[src/rtl/aes_gcm_engine_defines.svh]
// Assertion helpers used by the engine's back end (agcm_back).
`ifndef AES_GCM_ENGINE_DEFINES_SVH
`define AES_GCM_ENGINE_DEFINES_SVH

`ifndef ASSERT_OFF
`define AGCM_ASSERT(lbl, clk, rst_n, prop) \
	lbl: assert property (@(posedge clk) disable iff (!rst_n) prop) \
		else $error("aes_gcm_engine: assertion failed");
`define AGCM_ASSERT_NEVER(lbl, clk, rst_n, cond) \
	lbl: assert property (@(posedge clk) disable iff (!rst_n) !(cond)) \
		else $error("aes_gcm_engine: forbidden condition seen");
`else
`define AGCM_ASSERT(lbl, clk, rst_n, prop)
`define AGCM_ASSERT_NEVER(lbl, clk, rst_n, cond)
`endif

`endif

[src/rtl/agcm_pkg.sv]
`timescale 1ns / 1ps
package agcm_pkg;

	localparam logic [1:0] MODE_IV   = 2'd0;
	localparam logic [1:0] MODE_AAD  = 2'd1;
	localparam logic [1:0] MODE_TEXT = 2'd2;
	localparam logic [1:0] MODE_FIN  = 2'd3;

	localparam logic [1:0] KIND_TEXT   = 2'd0;
	localparam logic [1:0] KIND_TAG    = 2'd1;
	localparam logic [1:0] KIND_VERIFY = 2'd2;

	localparam logic [1:0] ST_OK       = 2'd0;
	localparam logic [1:0] ST_AUTHFAIL = 2'd1;
	localparam logic [1:0] ST_SEQERR   = 2'd2;

	localparam logic [2:0] CFG_KEY0 = 3'd0;
	localparam logic [2:0] CFG_KEY1 = 3'd1;
	localparam logic [2:0] CFG_KEY2 = 3'd2;
	localparam logic [2:0] CFG_KEY3 = 3'd3;
	localparam logic [2:0] CFG_KSIZE = 3'd4;
	localparam logic [2:0] CFG_DIR  = 3'd5;

	localparam logic [4:0] FULL_BYTES = 5'd16;
	localparam logic [4:0] DIRECT_IV_BYTES = 5'd12;
	localparam int CMDQ_DEPTH = 2;

	typedef enum logic [2:0] {
		OP_ERR,
		OP_IV_DIRECT,
		OP_IV_HASH,
		OP_AAD,
		OP_TEXT,
		OP_FINISH
	} op_t;

	typedef struct packed {
		op_t          op;
		logic         fiv;   // close the IV phase before this word
		logic [127:0] data;
		logic [4:0]   n;
	} cmd_t;

	typedef struct packed {
		logic [255:0] key;
		logic [1:0]   key_size;
		logic         direction;
	} cfg_t;

	localparam logic [2047:0] SBOX = {
		128'h637c777bf26b6fc53001672bfed7ab76, 128'hca82c97dfa5947f0add4a2af9ca472c0,
		128'hb7fd9326363ff7cc34a5e5f171d83115, 128'h04c723c31896059a071280e2eb27b275,
		128'h09832c1a1b6e5aa0523bd6b329e32f84, 128'h53d100ed20fcb15b6acbbe394a4c58cf,
		128'hd0efaafb434d338545f9027f503c9fa8, 128'h51a3408f929d38f5bcb6da2110fff3d2,
		128'hcd0c13ec5f974417c4a77e3d645d1973, 128'h60814fdc222a908846eeb814de5e0bdb,
		128'he0323a0a4906245cc2d3ac629195e479, 128'he7c8376d8dd54ea96c56f4ea657aae08,
		128'hba78252e1ca6b4c6e8dd741f4bbd8b8a, 128'h703eb5664803f60e613557b986c11d9e,
		128'he1f8981169d98e949b1e87e9ce5528df, 128'h8ca1890dbfe6426841992d0fb054bb16
	};

	function automatic logic [7:0] sbox(logic [7:0] x);
		return SBOX[{~x, 3'b000} +: 8];
	endfunction

	function automatic logic [7:0] xtime(logic [7:0] a);
		return {a[6:0], 1'b0} ^ (a[7] ? 8'h1b : 8'h00);
	endfunction

	function automatic logic [31:0] sub_word(logic [31:0] w);
		return {sbox(w[31:24]), sbox(w[23:16]), sbox(w[15:8]), sbox(w[7:0])};
	endfunction

	// One AES round without the key add; the final round skips MixColumns.
	function automatic logic [127:0] aes_round(logic [127:0] s, logic last);
		logic [7:0] b [16];
		logic [7:0] t [16];
		logic [7:0] a0, a1, a2, a3, al;
		logic [127:0] r;
		for (int i = 0; i < 16; i++) b[i] = s[127 - 8 * i -: 8];
		for (int c = 0; c < 4; c++)
			for (int w = 0; w < 4; w++)
				t[c * 4 + w] = sbox(b[((c + w) % 4) * 4 + w]);
		if (!last) begin
			for (int c = 0; c < 4; c++) begin
				a0 = t[c * 4]; a1 = t[c * 4 + 1]; a2 = t[c * 4 + 2]; a3 = t[c * 4 + 3];
				al = a0 ^ a1 ^ a2 ^ a3;
				t[c * 4]     = a0 ^ al ^ xtime(a0 ^ a1);
				t[c * 4 + 1] = a1 ^ al ^ xtime(a1 ^ a2);
				t[c * 4 + 2] = a2 ^ al ^ xtime(a2 ^ a3);
				t[c * 4 + 3] = a3 ^ al ^ xtime(a3 ^ a0);
			end
		end
		for (int i = 0; i < 16; i++) r[127 - 8 * i -: 8] = t[i];
		return r;
	endfunction

	// Eight bits of the GF(2^128) multiply: returns {z, v}.
	function automatic logic [255:0] gf_step8(logic [127:0] z, logic [127:0] v,
			logic [7:0] x8);
		logic [127:0] zz, vv;
		zz = z;
		vv = v;
		for (int i = 0; i < 8; i++) begin
			if (x8[7 - i]) zz = zz ^ vv;
			vv = vv[0] ? ({1'b0, vv[127:1]} ^ {8'he1, 120'b0}) : {1'b0, vv[127:1]};
		end
		return {zz, vv};
	endfunction

	function automatic logic [127:0] byte_mask(logic [4:0] n);
		logic [127:0] m;
		m = '0;
		for (int i = 0; i < 16; i++)
			if (5'(i) < n) m[127 - 8 * i -: 8] = 8'hff;
		return m;
	endfunction

endpackage

[src/rtl/agcm_cmd_queue.sv]
`timescale 1ns / 1ps
module agcm_cmd_queue (
	input  logic            clk,
	input  logic            arst_n,
	input  logic            wr,
	input  agcm_pkg::cmd_t  wr_cmd,
	output logic            q_full,
	input  logic            rd,
	output logic            q_empty,
	output agcm_pkg::cmd_t  rd_cmd
);
	localparam int DEPTH = agcm_pkg::CMDQ_DEPTH;
	localparam int PTR_W = (DEPTH > 1) ? $clog2(DEPTH) : 1;
	localparam int CNT_W = $clog2(DEPTH + 1);

	agcm_pkg::cmd_t slot_q [DEPTH];
	logic [PTR_W-1:0] wp_q, rp_q;
	logic [CNT_W-1:0] cnt_q;
	logic do_wr, do_rd;

	assign q_full  = (cnt_q == CNT_W'(DEPTH));
	assign q_empty = (cnt_q == '0);
	assign do_wr   = wr && !q_full;
	assign do_rd   = rd && !q_empty;
	assign rd_cmd  = slot_q[rp_q];

	always_ff @(posedge clk) begin
		if (do_wr) slot_q[wp_q] <= wr_cmd;
	end

	always_ff @(posedge clk or negedge arst_n) begin
		if (!arst_n) begin
			wp_q  <= '0;
			rp_q  <= '0;
			cnt_q <= '0;
		end else begin
			if (do_wr) wp_q <= (wp_q == PTR_W'(DEPTH - 1)) ? '0 : wp_q + 1'b1;
			if (do_rd) rp_q <= (rp_q == PTR_W'(DEPTH - 1)) ? '0 : rp_q + 1'b1;
			cnt_q <= cnt_q + CNT_W'(do_wr) - CNT_W'(do_rd);
		end
	end
endmodule

[config.mk]
export PLATFORM = sky130hd
export DESIGN_NAME = agcm_cmd_queue
export DESIGN_NICKNAME = d
export VERILOG_FILES = /design/src/rtl/aes_gcm_engine_defines.svh /design/src/rtl/agcm_pkg.sv /design/src/rtl/agcm_cmd_queue.sv
export SDC_FILE = /design/constraint.sdc
export NUM_CORES = 1
export LEC_CHECK = 0
export ABC_AREA = 1
export BUFFER_PORTS_ARGS = -buffer_cell sky130_fd_sc_hd__buf_4
export CORE_MARGIN = 2
export CORE_UTILIZATION = 45
export DETAILED_ROUTE_END_ITERATION = 8
export GPL_TIMING_DRIVEN = 1
export PLACE_DENSITY = 0.69
export REMOVE_ABC_BUFFERS = 1
export SETUP_SLACK_MARGIN = 0.5
export SLEW_MARGIN = 10
export SYNTH_ARGS = -nofsm -noshare
export SYNTH_HDL_FRONTEND = slang
export SYNTH_SLANG_ARGS = --single-unit
[constraint.sdc]
create_clock -name clk -period 9.35 [get_ports clk]
set_input_delay 0.935 -clock clk [delete_from_list [all_inputs] [get_ports clk]]
set_output_delay 0.935 -clock clk [all_outputs]
set_load 0.03 [all_outputs]
==> results of run 1 <==
-- power breakdown --
part | leakage (nW) | total (W) | internal (W) | switching [W]
sequential | 2.60 | 0.00176 | 0.00170 | 0.0000603
clock | 0.419 | 0.00102 | 0.000588 | 0.000431
combinational | 2.70 | 0.00194 | 0.000583 | 0.00136
total | 5.72 | 0.00472 | 0.00287 | 0.00185
-- synth_stat cells --
library cell / count / share of area [%]
inv_1: 10 / 0.37
buf_6: 10 / 1.1
inv_2: 1 / 0.037
buf_4: 4 / 0.29
nor2_1: 1 / 0.037
buf_2: 15 / 0.73
clkbuf_1: 1 / 0.037
ha_1: 2 / 0.24
nand2_1: 424 / 16
nand3_1: 3 / 0.15
edfxtp_1: 274 / 80
dfrtp_1: 4 / 0.98
-- registers in the layout, indices dropped and copies added, names as in the netlist --
| name | count |
|---|---|
| cnt_q | 2 |
| rp_q | 1 |
| slot_q | 274 |
| wp_q | 1 |
-- worst register-to-register path: stages, from the launching register on --
cell     delay [ps]
dfrtp_1         400
nand2_1         130
nand3_1         180
inv_6           520
buf_4           960
-- metrics by stage --
stage	instances	util [%]	hold slack [ps]	power, W	worst slack (ps)
2_1_floorplan	719	-	442	0.00303	2010
4_1_cts	1336	59.4	166	0.00478	5520
6_report	1337	59.4	196	0.00472	5600
3_3_place_gp	1288	55.7	461	0.00373	6070
3_5_place_dp	1288	55.7	464	0.00375	6110
5_1_grt	1337	59.4	169	0.00497	5350
-- metal layers --
layer | wire, um | part of all wire (%) | vias up | global-route usage (%)
met2 | 10500 | 49 | 225 | 28.3
met5 | 0 | 0 | - | 0
met3 | 1920 | 9.0 | 51 | 5.69
met4 | 701 | 3.3 | 0 | 6.35
li1 | - | - | 3082 | -
met1 | 8290 | 39 | 2954 | 21.3
-- worst paths after layout --
kind                                     from                 endpoint  depth (start not counted)
min in group clk             wp_q$_DFFE_PN0P_         wp_q$_DFFE_PN0P_                          2
setup / recovery             rp_q$_DFFE_PN0P_               rd_cmd[34]                          5
hold reg to reg              wp_q$_DFFE_PN0P_         wp_q$_DFFE_PN0P_                          2
setup reg to reg           cnt_q[1]$_DFF_PN0_  slot_q[0][82]$_DFFE_PP_                          4
hold / removal                         arst_n         rp_q$_DFFE_PN0P_                          1
max in group asynchronous              arst_n         rp_q$_DFFE_PN0P_                          1
-- kinds of logic (layout without fill, tap and decap cells) --
logic type / after synthesis / count (layout) / share of synthesized area, %
AND/OR/NAND/NOR: 428 / 428 / 15.7
other: 0 / 1 / 0
flip-flops: 278 / 278 / 81.4
adder cells (fa/ha/maj): 2 / 2 / 0.245
buffers and inverters: 41 / 343 / 2.57
-- area by class of cell --
cell class | instances | area, um^2
fillers | 1817 | 9140
flip-flops and latches | 278 | 8330
repair buffers | 284 | 2140
multi-input cells | 430 | 1640
clock buffers | 34 | 744
well taps | 285 | 357
clock inverters | 14 | 93.8
inverters | 11 | 48.8
diodes | 1 | 2.50
==> metrics, run 1 <==
status=finished, final reports clean; yosys warns=0; fin area=13400 um^2; minimum clock period=3750 ps; Register-to-Register Setup Slack=6740 ps; RSZ-0062 raised after global routing=false; Avg Vias per Cell=4.72; Worst Skew=4.10 ps; # hold bufs at CTS=0; synth unique cells=12; initial core utilization=45.4%; CTS buffer count=28; Seq/Total Area, Yosys=81.4%; crit path kind=flop to primary output; Die X=155 um; Root Driver=clkbuf_16; DR pass1 iterations=6; critical path's largest stage delay=710 ps; largest net degree at the start of global routing=138; Final setup viols=0; area post-placement=12500 um^2; CTS tree=yes; postcts setup bufs=0; Total Routing Usage GR=17.2%; routability-driven placement congestion ratio=0.762; later-pin clock latency in the skew report=520 ps; CP top delay family=buffers and inverters; residual DRC count=0; via count=6312; commonest non-fill, non-tap cells in the layout=424 x nand2_1, 283 x buf_4, 274 x edfxtp_1; Slowest cell on crit path=buf_4; CP cell instances=inv_4 > buf_4 > nand2_1 > nand2_1 > buf_4; #FFs+latches synth=278; Slew Limit Fails=0; clock sink total=278; crit path capture type=primary output; Critical Path Fanout Max=72; slew margin rel.=36.1%; Lkg Pwr=5.72 nW; post-synthesis cell area=10200 um^2; port bufs=279; synthesized area per cell=13.7 um^2; Die Y=155 um; Worst Setup Start Kind=flop; standard-cell rows=55; Post-Route WL=21400 um; Max Clk Rate=0.267 GHz; CP arrival=2810 ps; CP bufs+invs=3; final cycle utilization of the critical path=40.1%; commonest non-fill, non-tap cell in the layout=nand2_1; first-pass GRT wire length=32200 um; max-cap viol count=0; Core Area=22500 um^2; H-tree Lvls=1; Power Density=353 nW/um^2; maximum vdd ir drop=0.000337 V; initial antenna violation count=1; die area=23900 um^2; DR WL/cell=16.0 um; Cells after Synth=749; post-route ant nets=0; Detailed Place HPWL=13400 um; share of cells above drive strength 1=31.1%; PostCTS Resize Cnt=0; CP required=8420 ps; DR iter-0 viols=367; Worst Hold Class=primary input to asynchronous set/reset pin; Hold Fails Final Rpt=0; vias in the first global route=6027; clk slew on worst S/H paths=60 ps; area delta synth->final=30.7%; GRT overflow=0; num ports=280; CTS Buffer Depth=3; total negative setup slack=0 ps; Worst-Margin Slew=959 ps; nets=1176
(Power assumes the default switching activity.)
==> run 2, diff against run 1 <==
ABC_AREA = 0   (was 1)
clock period = 3.8 ns   (was 9.35 ns; I/O delays follow)
==> metrics, run 2 <==
slew margin rel.=35.4% (was 36.1%); maximum vdd ir drop=0.000673 V (was 0.000337 V); CTS Buffer Depth=3 (unchanged); DR iter-0 viols=212 (was 367); DR WL/cell=19.1 um (was 16.0 um); Core Area=22000 um^2 (was 22500 um^2); H-tree Lvls=1 (unchanged); initial core utilization=46.1% (was 45.4%); RSZ-0062 raised after global routing=false (unchanged); largest net degree at the start of global routing=71 (was 138); Root Driver=clkbuf_16 (unchanged); Slew Limit Fails=0 (unchanged); crit path capture type=primary output (unchanged); Cells after Synth=444 (was 749); cell-internal power=0.00762 W (was 0.00287 W); Register-to-Register Setup Slack=1620 ps (was 6740 ps); top-area cell type share of the netlist area=81.2% (was 80.5%); port bufs=279 (unchanged); routing usage on met1=19.1% (was 21.3%); share of cells above drive strength 1=61.0% (was 31.1%); die area=23700 um^2 (was 23900 um^2); area post-placement=12600 um^2 (was 12500 um^2); Slowest cell on crit path=dfrtp_4 (was buf_4); post-route ant nets=0 (unchanged); clock sink total=278 (unchanged); #FFs+latches synth=278 (unchanged); Fill cells=1578 (was 1817); max-cap viol count=0 (unchanged); GRT overflow=0 (unchanged); fin area=13500 um^2 (was 13400 um^2); worst hold start=wr_cmd[34]; CP required=3420 ps (was 8420 ps); initial antenna violation count=0 (was 1); number of synthesized flops with an enable pin=274 (unchanged); Hold Crit Endpoint=slot_q[0][34]$_DFFE_PP_; residual DRC count=0 (unchanged); Final Total Pwr=0.0115 W (was 0.00472 W); final cycle utilization of the critical path=72.9%; Synth area leaders=edfxtp_1 81%, mux2_2 15%, buf_6 1.6%, dfrtp_1 0.99%, xnor2_1 0.26% (was edfxtp_1 80%, nand2_1 16%, buf_6 1.1%, dfrtp_1 0.98%, buf_2 0.73%); nets=891 (was 1176); Max Clk Rate=0.361 GHz; CP arrival=2390 ps (was 2810 ps); Detailed Place HPWL=13600 um (was 13400 um); Min-Delay Path Depth=1; Critical Path Fanout Max=37 (was 72); status=finished, final reports clean (unchanged); Power Density=850 nW/um^2 (was 353 nW/um^2); num ports=280 (unchanged); total negative setup slack=0 ps (unchanged); Worst-Margin Slew=966 ps (was 959 ps); Yosys top cell by area=edfxtp_1 (unchanged); synth cell count leaders=274 x edfxtp_1, 137 x mux2_2, 14 x buf_6, 4 x dfrtp_1, 3 x xnor2_1 (was 424 x nand2_1, 274 x edfxtp_1, 15 x buf_2, 10 x buf_6, 10 x inv_1); Net Sw Frac=33.7% (was 39.2%); later-pin clock latency in the skew report=520 ps (about the same); crit path kind=flop to primary output (unchanged); Largest Register=slot_q (unchanged); postcts setup bufs=0 (unchanged); routability-driven placement congestion ratio=0.787 (was 0.762); met2 Use GR=27.5% (was 28.3%); critical path's largest stage delay=790 ps (was 710 ps); Worst Hold Class=primary input to flop (was primary input to asynchronous set/reset pin); GR peak layer=met2 (unchanged); area delta synth->final=33.5% (was 30.7%); top-count cell post-synth=edfxtp_1 (was nand2_1); synthesized area per cell=22.8 um^2 (was 13.7 um^2); antenna cells=0 (was 1); combinational power share=37.0% (was 41.1%); CTS buffer count=29 (was 28); Post-Route WL=20100 um (was 21400 um); most frequent CP cell=buf_4; CP top delay family=flip-flops (was buffers and inverters); standard-cell rows=54 (was 55); minimum clock period=2770 ps; CP bufs+invs=2 (was 3); post-synthesis cell area=10100 um^2 (was 10200 um^2); r2r startpoint=cnt_q[0]$_DFF_PN0_ (was cnt_q[1]$_DFF_PN0_); max reg flops=274 (unchanged); Seq/Total Area, Yosys=82.2% (was 81.4%); clk slew on worst S/H paths=60 ps (about the same); sequential share of power=38.5% (was 37.3%); CP cell instances=buf_4 > mux2_2 > buf_4 (was inv_4 > buf_4 > nand2_1 > nand2_1 > buf_4); Clk pwr share=24.5% (was 21.6%); Main synth FF type=edfxtp_1 (unchanged); commonest non-fill, non-tap cells in the layout=282 x buf_4, 274 x edfxtp_1, 137 x mux2_2 (was 424 x nand2_1, 283 x buf_4, 274 x edfxtp_1); M3 GR Usage=5.98% (was 5.69%); commonest non-fill, non-tap cell in the layout=buf_4 (was nand2_1); Lkg Pwr=5.05 nW (was 5.72 nW); post-layout util=61.6% (was 59.4%); yosys warns=0 (unchanged); Worst Skew=15.1 ps (was 4.10 ps); Worst Setup Start Kind=flop (unchanged); Critical R2R Capture=slot_q[0][61]$_DFFE_PP_ (was slot_q[0][82]$_DFFE_PP_); vias in the first global route=5510 (was 6027); top flop regs=slot_q (274), cnt_q (2) (unchanged); Total Routing Usage GR=16.3% (was 17.2%); CTS tree=yes (unchanged); via count=5167 (was 6312); Die X=154 um (was 155 um); Avg Vias per Cell=4.92 (was 4.72); Synth async-reset ratio=1.44% (unchanged); Final setup viols=0 (unchanged); Worst Reg-to-Reg Cells=4 (unchanged); Die Y=154 um (was 155 um); Hold Fails Final Rpt=0 (unchanged); sw power=0.00387 W (was 0.00185 W); first-pass GRT wire length=30000 um (was 32200 um); DR pass1 iterations=4 (was 6); synth unique cells=14 (was 12)
==> run 2: changes by cell type after synthesis, sizes merged, moves of 3 or more <==
| cell | delta |
|---|---|
| xnor2 | +3 |
| nand2 | -423 |
| buf | -14 |
| mux2 | +137 |
| nand3 | -3 |
| inv | -9 |
==> run 2: cells by family after synthesis <==
| group | synth area share (%) |
|---|---|
| flops | 82.2 |
| mux | 15.2 |
| buf+inv | 1.68 |
| simple gates | 0.297 |
| xor+xnor | 0.346 |
| fa+ha+maj | 0.247 |
==> run 2: cell type report <==
class,instances,area (um^2),share of cell area (%)
Clock buffer,29,726,5.36
Clock inverter,24,240,1.78
Inverter,2,7.51,0.0555
Multi-Input combinational cell,149,1650,12.2
Sequential cell,278,8330,61.6
Tap cell,280,350,2.59
Timing Repair Buffer,288,2230,16.5
==> run 2: what timing repair did <==
item / 4_1_cts / 5_1_grt
hold buffers: 1 / 0
resized for setup: 0 / 0
setup endpoints to repair: 0 / 0
endpoints found under the hold margin: 4 / 0
==> run 2: how the worst max path moves through the flow <==
stage                            start                      to  slack, ps  cells past startpoint
finish                rp_q$_DFFE_PN0P_             rd_cmd[118]       1030                      3
global placement      rp_q$_DFFE_PN0P_              rd_cmd[76]       1650                      3
global route          rp_q$_DFFE_PN0P_              rd_cmd[13]        900                      3
CTS                   rp_q$_DFFE_PN0P_             rd_cmd[118]       1000                      3
detailed placement    rp_q$_DFFE_PN0P_             rd_cmd[118]       1570                      3
floorplan           cnt_q[1]$_DFF_PN0_  slot_q[0][0]$_DFFE_PP_      -3120                      3
==> run 2: through the flow <==
step	setup slack, ps	hold slack [ps]	cells
floorplan	-3120	84.4	429
global placement	1650	181	996
detailed placement	1570	182	996
CTS	999	5.00	1050
global route	902	11.4	1050
finish	1030	34.8	1050
==> run 2: power by group through the flow <==
stage	clock, W	combinational (W)	sequential, W
floorplan	0	0.00266	0.00467
detailed placement	0	0.00429	0.00450
CTS	0.00289	0.00431	0.00444
global route	0.00300	0.00447	0.00450
global placement	0	0.00424	0.00446
finish	0.00281	0.00425	0.00443
==> run 2: routing by layer <==
layer  vias to the layer above  wire length [um]
met2                       214              9880
li1                       2373                 -
met1                      2534              7600
met4                         0               724
met5                         -                 0
met3                        46              1860
