`src/rtl/aes_gcm_engine_defines.svh`:
```
// Assertion helpers used by the engine's back end (agcm_back).
`ifndef AES_GCM_ENGINE_DEFINES_SVH
`define AES_GCM_ENGINE_DEFINES_SVH

`ifndef ASSERT_OFF
`define AGCM_ASSERT(lbl, clk, rst_n, prop) \
	lbl: assert property (@(posedge clk) disable iff (!rst_n) prop) \
		else $error("aes_gcm_engine: assertion failed");
`define AGCM_ASSERT_NEVER(lbl, clk, rst_n, cond) \
	lbl: assert property (@(posedge clk) disable iff (!rst_n) !(cond)) \
		else $error("aes_gcm_engine: forbidden condition seen");
`else
`define AGCM_ASSERT(lbl, clk, rst_n, prop)
`define AGCM_ASSERT_NEVER(lbl, clk, rst_n, cond)
`endif

`endif

```
`src/rtl/agcm_pkg.sv`:
```
`timescale 1ns / 1ps
package agcm_pkg;

	localparam logic [1:0] MODE_IV   = 2'd0;
	localparam logic [1:0] MODE_AAD  = 2'd1;
	localparam logic [1:0] MODE_TEXT = 2'd2;
	localparam logic [1:0] MODE_FIN  = 2'd3;

	localparam logic [1:0] KIND_TEXT   = 2'd0;
	localparam logic [1:0] KIND_TAG    = 2'd1;
	localparam logic [1:0] KIND_VERIFY = 2'd2;

	localparam logic [1:0] ST_OK       = 2'd0;
	localparam logic [1:0] ST_AUTHFAIL = 2'd1;
	localparam logic [1:0] ST_SEQERR   = 2'd2;

	localparam logic [2:0] CFG_KEY0 = 3'd0;
	localparam logic [2:0] CFG_KEY1 = 3'd1;
	localparam logic [2:0] CFG_KEY2 = 3'd2;
	localparam logic [2:0] CFG_KEY3 = 3'd3;
	localparam logic [2:0] CFG_KSIZE = 3'd4;
	localparam logic [2:0] CFG_DIR  = 3'd5;

	localparam logic [4:0] FULL_BYTES = 5'd16;
	localparam logic [4:0] DIRECT_IV_BYTES = 5'd12;
	localparam int CMDQ_DEPTH = 2;

	typedef enum logic [2:0] {
		OP_ERR,
		OP_IV_DIRECT,
		OP_IV_HASH,
		OP_AAD,
		OP_TEXT,
		OP_FINISH
	} op_t;

	typedef struct packed {
		op_t          op;
		logic         fiv;   // close the IV phase before this word
		logic [127:0] data;
		logic [4:0]   n;
	} cmd_t;

	typedef struct packed {
		logic [255:0] key;
		logic [1:0]   key_size;
		logic         direction;
	} cfg_t;

	localparam logic [2047:0] SBOX = {
		128'h637c777bf26b6fc53001672bfed7ab76, 128'hca82c97dfa5947f0add4a2af9ca472c0,
		128'hb7fd9326363ff7cc34a5e5f171d83115, 128'h04c723c31896059a071280e2eb27b275,
		128'h09832c1a1b6e5aa0523bd6b329e32f84, 128'h53d100ed20fcb15b6acbbe394a4c58cf,
		128'hd0efaafb434d338545f9027f503c9fa8, 128'h51a3408f929d38f5bcb6da2110fff3d2,
		128'hcd0c13ec5f974417c4a77e3d645d1973, 128'h60814fdc222a908846eeb814de5e0bdb,
		128'he0323a0a4906245cc2d3ac629195e479, 128'he7c8376d8dd54ea96c56f4ea657aae08,
		128'hba78252e1ca6b4c6e8dd741f4bbd8b8a, 128'h703eb5664803f60e613557b986c11d9e,
		128'he1f8981169d98e949b1e87e9ce5528df, 128'h8ca1890dbfe6426841992d0fb054bb16
	};

	function automatic logic [7:0] sbox(logic [7:0] x);
		return SBOX[{~x, 3'b000} +: 8];
	endfunction

	function automatic logic [7:0] xtime(logic [7:0] a);
		return {a[6:0], 1'b0} ^ (a[7] ? 8'h1b : 8'h00);
	endfunction

	function automatic logic [31:0] sub_word(logic [31:0] w);
		return {sbox(w[31:24]), sbox(w[23:16]), sbox(w[15:8]), sbox(w[7:0])};
	endfunction

	// One AES round without the key add; the final round skips MixColumns.
	function automatic logic [127:0] aes_round(logic [127:0] s, logic last);
		logic [7:0] b [16];
		logic [7:0] t [16];
		logic [7:0] a0, a1, a2, a3, al;
		logic [127:0] r;
		for (int i = 0; i < 16; i++) b[i] = s[127 - 8 * i -: 8];
		for (int c = 0; c < 4; c++)
			for (int w = 0; w < 4; w++)
				t[c * 4 + w] = sbox(b[((c + w) % 4) * 4 + w]);
		if (!last) begin
			for (int c = 0; c < 4; c++) begin
				a0 = t[c * 4]; a1 = t[c * 4 + 1]; a2 = t[c * 4 + 2]; a3 = t[c * 4 + 3];
				al = a0 ^ a1 ^ a2 ^ a3;
				t[c * 4]     = a0 ^ al ^ xtime(a0 ^ a1);
				t[c * 4 + 1] = a1 ^ al ^ xtime(a1 ^ a2);
				t[c * 4 + 2] = a2 ^ al ^ xtime(a2 ^ a3);
				t[c * 4 + 3] = a3 ^ al ^ xtime(a3 ^ a0);
			end
		end
		for (int i = 0; i < 16; i++) r[127 - 8 * i -: 8] = t[i];
		return r;
	endfunction

	// Eight bits of the GF(2^128) multiply: returns {z, v}.
	function automatic logic [255:0] gf_step8(logic [127:0] z, logic [127:0] v,
			logic [7:0] x8);
		logic [127:0] zz, vv;
		zz = z;
		vv = v;
		for (int i = 0; i < 8; i++) begin
			if (x8[7 - i]) zz = zz ^ vv;
			vv = vv[0] ? ({1'b0, vv[127:1]} ^ {8'he1, 120'b0}) : {1'b0, vv[127:1]};
		end
		return {zz, vv};
	endfunction

	function automatic logic [127:0] byte_mask(logic [4:0] n);
		logic [127:0] m;
		m = '0;
		for (int i = 0; i < 16; i++)
			if (5'(i) < n) m[127 - 8 * i -: 8] = 8'hff;
		return m;
	endfunction

endpackage

```
`src/rtl/agcm_front.sv`:
```
`timescale 1ns / 1ps
module agcm_front (
	input  logic            clk,
	input  logic            arst_n,
	input  logic            push,
	input  logic            q_full,
	input  logic [1:0]      mode,
	input  logic [63:0]     data_hi,
	input  logic [63:0]     data_lo,
	input  logic [4:0]      byte_count,
	output logic            enq,
	output agcm_pkg::cmd_t  cmd
);
	logic [1:0] phase_q, phase_d;
	logic       closed_q, closed_d;
	logic       iv_seen_q, iv_seen_d;
	logic [4:0] n;
	logic       short;
	logic [127:0] raw;

	assign enq   = push && !q_full;
	assign n     = (byte_count > agcm_pkg::FULL_BYTES) ? agcm_pkg::FULL_BYTES : byte_count;
	assign short = (n != agcm_pkg::FULL_BYTES);
	assign raw   = {data_hi, data_lo};

	// Classify the word and track the segment order.
	always_comb begin
		phase_d   = phase_q;
		closed_d  = closed_q;
		iv_seen_d = iv_seen_q;
		cmd.op    = agcm_pkg::OP_ERR;
		cmd.fiv   = 1'b0;
		cmd.n     = n;
		cmd.data  = raw & agcm_pkg::byte_mask(n);
		case (mode)
			agcm_pkg::MODE_IV: begin
				if (phase_q == 2'd0 && !closed_q) begin
					cmd.op = (!iv_seen_q && n == agcm_pkg::DIRECT_IV_BYTES) ?
						agcm_pkg::OP_IV_DIRECT : agcm_pkg::OP_IV_HASH;
					iv_seen_d = iv_seen_q || (n != 5'd0);
					closed_d  = short;
				end
			end
			agcm_pkg::MODE_AAD: begin
				if (!(phase_q == 2'd2 || (phase_q == 2'd1 && closed_q))) begin
					cmd.op   = agcm_pkg::OP_AAD;
					cmd.fiv  = (phase_q == 2'd0);
					phase_d  = 2'd1;
					closed_d = short;
				end
			end
			agcm_pkg::MODE_TEXT: begin
				if (!(phase_q == 2'd2 && closed_q)) begin
					cmd.op   = agcm_pkg::OP_TEXT;
					cmd.fiv  = (phase_q == 2'd0);
					phase_d  = 2'd2;
					closed_d = short;
				end
			end
			default: begin
				cmd.op    = agcm_pkg::OP_FINISH;
				cmd.fiv   = (phase_q == 2'd0);
				cmd.data  = raw;
				phase_d   = 2'd0;
				closed_d  = 1'b0;
				iv_seen_d = 1'b0;
			end
		endcase
	end

	always_ff @(posedge clk or negedge arst_n) begin
		if (!arst_n) begin
			phase_q   <= 2'd0;
			closed_q  <= 1'b0;
			iv_seen_q <= 1'b0;
		end else if (enq) begin
			phase_q   <= phase_d;
			closed_q  <= closed_d;
			iv_seen_q <= iv_seen_d;
		end
	end
endmodule

```
`config.mk`:
```
export PLATFORM = sky130hd
export DESIGN_NAME = agcm_front
export DESIGN_NICKNAME = d
export VERILOG_FILES = /design/src/rtl/aes_gcm_engine_defines.svh /design/src/rtl/agcm_pkg.sv /design/src/rtl/agcm_front.sv
export SDC_FILE = /design/constraint.sdc
export NUM_CORES = 1
export LEC_CHECK = 0
export ABC_CLOCK_PERIOD_IN_PS = 1800
export BUFFER_PORTS_ARGS = -buffer_cell sky130_fd_sc_hd__buf_2
export CAP_MARGIN = 20
export CORE_AREA = 2 2 106 108
export CTS_CLUSTER_DIAMETER = 30
export DETAILED_ROUTE_END_ITERATION = 7
export DIE_AREA = 0 0 108 110
export GPL_ROUTABILITY_DRIVEN = 0
export GPL_TIMING_DRIVEN = 1
export HOLD_SLACK_MARGIN = 0.08
export PLACE_DENSITY = 0.49
export RECOVER_POWER = 50
export SETUP_SLACK_MARGIN = 0.02
export SYNTH_ARGS = -nofsm -noshare
export SYNTH_HDL_FRONTEND = slang
export SYNTH_SLANG_ARGS = --single-unit
```
`constraint.sdc`:
```
create_clock -name clk -period 1.8 [get_ports clk]
set_input_delay 0 -clock clk [delete_from_list [all_inputs] [get_ports clk]]
set_output_delay 0 -clock clk [all_outputs]
set_load 0.1 [all_outputs]
```
==> results of run 1 <==
## logic make-up after synthesis
logic type,after synthesis,share of synthesized area [%]
adders and majority gates,4,3.49
DFF,4,6.97
buffers and inverters,12,4.62
AOI/OAI and AO/OA,22,11.5
and+or+nand+nor,169,73.4
## sequential cells by signal, indices dropped and copies added (netlist names)
register   flops
closed_q       1
phase_q        2
iv_seen_q      1
## routing by layer
metal	track usage [%]	wire, um
met5	0	0
met3	2.41	708
met4	2.29	113
met1	14.7	3140
met2	24.1	4610
## placed cells by master, fill, tap and decap left out, drive strengths merged
master / instances
a21oi: 5
nor3: 6
nand3: 1
and2b: 1
or3: 1
a21boi: 1
nand3b: 2
nor2: 7
clkbuf: 43
a31oi: 2
dlygate4sd3: 1
or2: 2
nor4b: 1
inv: 4
o22a: 1
nand2b: 2
nand4: 1
a21o: 1
and2: 80
nor2b: 52
nand2: 11
diode: 1
nor4: 1
buf: 240
dfrtp: 4
a2111oi: 1
o32a: 1
ha: 4
a211oi: 2
o21ai: 7
a22o: 1
or2b: 1
## worst reg2reg max path: cells and delay by family (launching register included)
family	cells	cell delay, ns
compound gates	2	0.55
flops	1	0.45
simple gates	1	0.42
## area by class of cell
type / count / area share (%)
Antenna cell: 1 / 0.0663
Clock buffer: 3 / 1.09
Inverter: 4 / 0.398
Multi-Input combinational cell: 195 / 34.3
Sequential cell: 4 / 2.65
Tap cell: 140 / 4.64
Timing Repair Buffer: 281 / 56.9
## through the flow
| stage | worst slack [ns] | cell area (sq um) | util [%] | setup TNS, ns |
|---|---|---|---|---|
| after global placement | 0.272 | 3760 | 35.1 | 0 |
| after detailed placement | 0.229 | 3760 | 35.1 | 0 |
| after CTS | 0.0799 | 3810 | 35.6 | 0 |
| after global routing | 0.0769 | 3770 | 35.3 | 0 |
| after floorplan | -0.0762 | 1490 | - | -1.66 |
| final | 0.184 | 3770 | 35.3 | 0 |
## path summary, 6_finish.rpt
kind / endpoint / depth (start not counted) / from
hold / removal: phase_q[0] / 2 / arst_n
setup reg to reg: iv_seen_q / 3 / phase_q[0]
setup / recovery: cmd[134] / 5 / phase_q[0]
hold reg to reg: iv_seen_q / 1 / iv_seen_q
min in group clk: iv_seen_q / 3 / q_full
max in group asynchronous: closed_q / 2 / arst_n
## power groups by stage
stage | sequential [uW] | clock [uW] | combinational, uW
after global routing | 144 | 203 | 2680
final | 142 | 187 | 2600
after global placement | 143 | 0 | 2610
after detailed placement | 143 | 0 | 2620
after floorplan | 135 | 0 | 1910
after CTS | 142 | 191 | 2630
## repair_timing
| item | 4_1_cts | 5_1_grt |
|---|---|---|
| setup endpoints to repair | 0 | 1 |
| endpoints found under the hold margin | 4 | 0 |
| hold buffers | 1 | 0 |
| resized for setup | 0 | 1 |
==> results.cfg, run 1 <==
[synthesis]
synth.ff_latch_count = 4
seq_area_frac_synth_pct = 6.97
yosysUniqueCellTypes = 39
yosys_warnings = 0
synth_edf_count = 0
synth_async_sr_flop_share_pct = 100
synth.area.top_cells = sky130_fd_sc_hd__and2_1 35%, sky130_fd_sc_hd__nor2b_1 23%, sky130_fd_sc_hd__dfrtp_1 7.0%
synthMostInstantiatedCell = sky130_fd_sc_hd__and2_1
synthesis.area_sq_um = 1440
netlist.area_leader.share_pct = 34.9
synthCells = 211
synth_commonest_cells = 80 x sky130_fd_sc_hd__and2_1, 52 x sky130_fd_sc_hd__nor2b_1, 10 x sky130_fd_sc_hd__nand2_1
synth_flop_cell = sky130_fd_sc_hd__dfrtp_1
synth_area_per_cell_sq_um = 6.80
synth.largest_area_cell = sky130_fd_sc_hd__and2_1
syn_nets = 354

[timing]
finalHoldWorstSlack_ns = 0.171
rsz_0062_raised_after_global_routing = false
final_hold_vios = 0
maxClockFrequency_mhz = 619
fin_worst_skew_ns = 0.00118
period_needed_ns = 1.62
relSlewSlack_pct = 20.0
max_transition_viols_final = 0
final_min_period_over_clock_period_pct = 89.8
number_of_endpoints_failing_setup_at_the_final_stage = 0
timing_worst_slew_pin_value_ns = 1.20

[floorplan]
die-area_sq_um = 11900
core_area_sq_um = 10700
floorplan.die.width_um = 108
floorplan.initialDensity_pct = 13.4
ios = 277
core.rowCount = 38
die-height_um = 110

[cells_and_area]
syn2layout_area_growth_pct = 163
drive_above_1_share_pct = 61.8
filler_cell_count = 1131
multi_input_comb_area_sq_um = 1290
layout.nets = 632
final-seq-area_sq_um = 100
layoutNonFillerInstCount = 628

[routing]
detailedRoute.firstPassIterationCount = 4
detail_route.drc_violations = 0
avgRoutedWirePerCell_um = 13.7
postRouteWirelength_um = 8580
antenna_left = 0
1st_iter_drt_viols = 72
routed_via_density = 3.93
vias = 2468

[worst_setup_path]
reg_to_reg_setup_timing_slack_ns = 0.32
critical_path.endpoint_type = output pin
required_ns = 1.80
criticalPathCategory = register to output pin
critical_path.max_fanout = 8
critPathSlowestCell = sky130_fd_sc_hd__dfrtp_1
crit_buf_inv = 1
setup.worst_path.start_class = register
crit_family = flip-flops
cp_common_cell = sky130_fd_sc_hd__nand2_1
critPathArrivalTime_ns = 1.62
max_stage_delay_ns = 0.46
worstPathCellList = and2b_2, a21oi_1, nand2_1, nand2_1, clkbuf_4

[clock_network]
cts-htree-levels = 1
post-cts-setup-buffers = 0
cts_tree = yes
cts_buffer_depth = 2
cts_num_sinks = 4
clock-root-buffer = sky130_fd_sc_hd__clkbuf_8
clkTransAtPathRegs_ns = 0.03
clock_insertion_delay_worst_skew_ns = 0.21
number_of_buffers_inserted_during_clock_tree_synthesis = 3

[job]
max_cap_violations = 0

[global_routing]
wire_length_of_the_first_global_routing_pass_um = 11700
grt_pass1_vias = 2240
gr-total-overflow = 0
grt_max_degree = 14
antenna_violations_before_repair = 1
groute.usage.overall_pct = 12.6

[run_status]
status = finished clean

[power_and_ir_drop]
p_per_area_nw_per_um2 = 775
power.static_leakage_uw = 0.00193
design_power_total_uw = 2920
power_switching_uw = 2020
fraction_of_power_spent_switching_nets_pct = 69.0
clockPowerShare_pct = 6.4
power.ir.vdd_worst_mv = 0.426
internal-power_uw = 905
seq_power_share_pct = 4.9
power.combinational.fraction_pct = 88.8

[hold_path]
min_path_type = input port to async pin

[place]
placement.io_buffers = 276
post-place-cells = 623
detailedPlacementHpwl_um = 7810
No activity file was read; power rests on OpenSTA's default activity.
==> inputs of run 2 (changes only) <==
--- a/config.mk
+++ b/config.mk
@@ -5,6 +5,7 @@
 export SDC_FILE = /design/constraint.sdc
 export NUM_CORES = 1
 export LEC_CHECK = 0
+export ABC_AREA = 1
 export ABC_CLOCK_PERIOD_IN_PS = 1800
 export BUFFER_PORTS_ARGS = -buffer_cell sky130_fd_sc_hd__buf_2
 export CAP_MARGIN = 20
@@ -15,9 +16,10 @@
 export GPL_ROUTABILITY_DRIVEN = 0
 export GPL_TIMING_DRIVEN = 1
 export HOLD_SLACK_MARGIN = 0.08
-export PLACE_DENSITY = 0.49
+export PLACE_DENSITY = 0.51
 export RECOVER_POWER = 50
 export SETUP_SLACK_MARGIN = 0.02
+export SKIP_CTS_REPAIR_TIMING = 1
 export SYNTH_ARGS = -nofsm -noshare
 export SYNTH_HDL_FRONTEND = slang
 export SYNTH_SLANG_ARGS = --single-unit
==> results.cfg, run 2 <==
[run_status]
status = finished clean

[floorplan]
die-height_um = 110
core.rowCount = 38
die-area_sq_um = 11900
core_area_sq_um = 10700
ios = 277
floorplan.initialDensity_pct = 15.2
floorplan.die.width_um = 108

[timing]
max_transition_viols_final = 0
fin_worst_skew_ns = 0.00112
rsz_0062_raised_after_global_routing = false
period_needed_ns = 1.65
final_hold_vios = 0
relSlewSlack_pct = 17.5
timing_worst_slew_pin_value_ns = 1.24
setup_total_negative_slack_ns = 0
final_min_period_over_clock_period_pct = 91.4
number_of_endpoints_failing_setup_at_the_final_stage = 0
maxClockFrequency_mhz = 608

[global_routing]
gr-total-overflow = 0
groute.usage.overall_pct = 12.1
grt_pass1_vias = 2634
grt_max_degree = 13
wire_length_of_the_first_global_routing_pass_um = 11800
antenna_violations_before_repair = 1

[cells_and_area]
final_cell_mix = 214 x sky130_fd_sc_hd__buf_2, 137 x sky130_fd_sc_hd__inv_1, 85 x sky130_fd_sc_hd__nor2_2, 55 x sky130_fd_sc_hd__clkbuf_2, 42 x sky130_fd_sc_hd__nand2_1
multi_input_comb_area_sq_um = 1170
filler_cell_count = 1235
flip_flop_count_of_the_largest_register_after_layout = 2
final_common_cell = sky130_fd_sc_hd__buf_2
final-seq-area_sq_um = 100
layout.nets = 780
regMostFlops = phase_q
layoutNonFillerInstCount = 776
drive_above_1_share_pct = 60.3
syn2layout_area_growth_pct = 113
top_regs = phase_q x2, closed_q x1, iv_seen_q x1

[clock_network]
cts_num_sinks = 4
clock_insertion_delay_worst_skew_ns = 0.21
clock-root-buffer = sky130_fd_sc_hd__clkbuf_8
cts-htree-levels = 1
clkTransAtPathRegs_ns = 0.03
cts_tree = yes
cts_buffer_depth = 2
number_of_buffers_inserted_during_clock_tree_synthesis = 3

[routing]
antenna_left = 0
avgRoutedWirePerCell_um = 10.8
vias = 2951
detail_route.drc_violations = 0
postRouteWirelength_um = 8410
routed_via_density = 3.80
1st_iter_drt_viols = 98
detailedRoute.firstPassIterationCount = 5

[hold_path]
min_path_type = input port to async pin

[synthesis]
synthCells = 356
yosysUniqueCellTypes = 25
synth_async_sr_flop_share_pct = 100
synthesis.area_sq_um = 1630
seq_area_frac_synth_pct = 6.15
synth.largest_area_cell = sky130_fd_sc_hd__inv_1
synth_flop_cell = sky130_fd_sc_hd__dfrtp_1
synthMostInstantiatedCell = sky130_fd_sc_hd__inv_1
synth_commonest_cells = 137 x sky130_fd_sc_hd__inv_1, 110 x sky130_fd_sc_hd__nor2_1, 41 x sky130_fd_sc_hd__nand2_1
synth_edf_count = 0
syn_nets = 499
synth.ff_latch_count = 4
yosys_warnings = 0
synth.area.top_cells = sky130_fd_sc_hd__inv_1 32%, sky130_fd_sc_hd__nor2_1 25%, sky130_fd_sc_hd__nand2_1 9.5%
synth_area_per_cell_sq_um = 4.57
netlist.area_leader.share_pct = 31.6

[job]
max_cap_violations = 0

[worst_setup_path]
criticalPathCategory = register to output pin
critical_path.endpoint_type = output pin
required_ns = 1.80
reg_to_reg_setup_timing_slack_ns = 0.67
critPathArrivalTime_ns = 1.65
setup.worst_path.start_class = register
critical_path.max_fanout = 5

[place]
detailedPlacementHpwl_um = 7680
post-place-cells = 771
placement.io_buffers = 276

[power_and_ir_drop]
power.static_leakage_uw = 0.00243
p_per_area_nw_per_um2 = 783
power.ir.vdd_worst_mv = 0.502
==> run 2: path summary, 6_finish.rpt <==
check	from	endpoint	depth (start not counted)
worst max-delay path	phase_q[1]	cmd[135]	6
max in group asynchronous	arst_n	iv_seen_q	2
min in group clk	q_full	iv_seen_q	6
worst min register to register	closed_q	closed_q	2
worst min-delay path	arst_n	phase_q[0]	2
worst max register to register	phase_q[1]	phase_q[0]	7
==> run 2: metal layers <==
layer | global-route usage (%) | part of all wire [%] | up-vias
li1 | - | - | 1527
met1 | 14.0 | 39 | 1261
met2 | 23.2 | 50 | 151
met3 | 2.70 | 9.8 | 12
met4 | 1.56 | 1.5 | 0
met5 | 0 | 0 | -
==> run 2: layout make-up <==
type / count / share of cell area (%)
Antenna cell: 1 / 0.0721
Clock buffer: 3 / 1.19
Inverter: 142 / 15.4
Multi-Input combinational cell: 204 / 33.7
Sequential cell: 4 / 2.89
Tap cell: 140 / 5.05
Timing Repair Buffer: 282 / 41.8
==> run 2: kinds of logic after synthesis <==
kind of cell,share of synthesized area (%)
adders and majority gates,3.08
buffers and inverters,34.6
AOI/OAI and AO/OA,9.85
DFF,6.15
and+or+nand+nor,46.3
==> run 2: report_power, final <==
part	internal (uW)	switching, uW
registers	106	17.1
logic	397	2010
clock network	142	43.8
==> run 2: worst max-delay path, stage by stage, from the launching register on <==
cell	delay (ns)
sky130_fd_sc_hd__dfrtp_1	0.43
sky130_fd_sc_hd__inv_1	0.09
sky130_fd_sc_hd__nand3_1	0.11
sky130_fd_sc_hd__nor2_1	0.14
sky130_fd_sc_hd__nand2_1	0.08
sky130_fd_sc_hd__a21oi_2	0.13
sky130_fd_sc_hd__buf_2	0.44
==> run 2: through the flow <==
| stage | cell area, sq um | hold WS [ns] | worst slack, ns | utilization, % | power (uW) |
|---|---|---|---|---|---|
| after global placement | 3530 | -0.188 | 0.281 | 33.0 | 2570 |
| after detailed placement | 3530 | -0.187 | 0.219 | 33.0 | 2580 |
| after global routing | 3470 | 0.169 | 0.0388 | 32.4 | 2840 |
| final | 3470 | 0.152 | 0.155 | 32.4 | 2720 |
| after CTS | 3570 | -0.415 | 0.155 | 33.4 | 2770 |
| after floorplan | 1840 | -0.296 | -0.382 | - | 2100 |
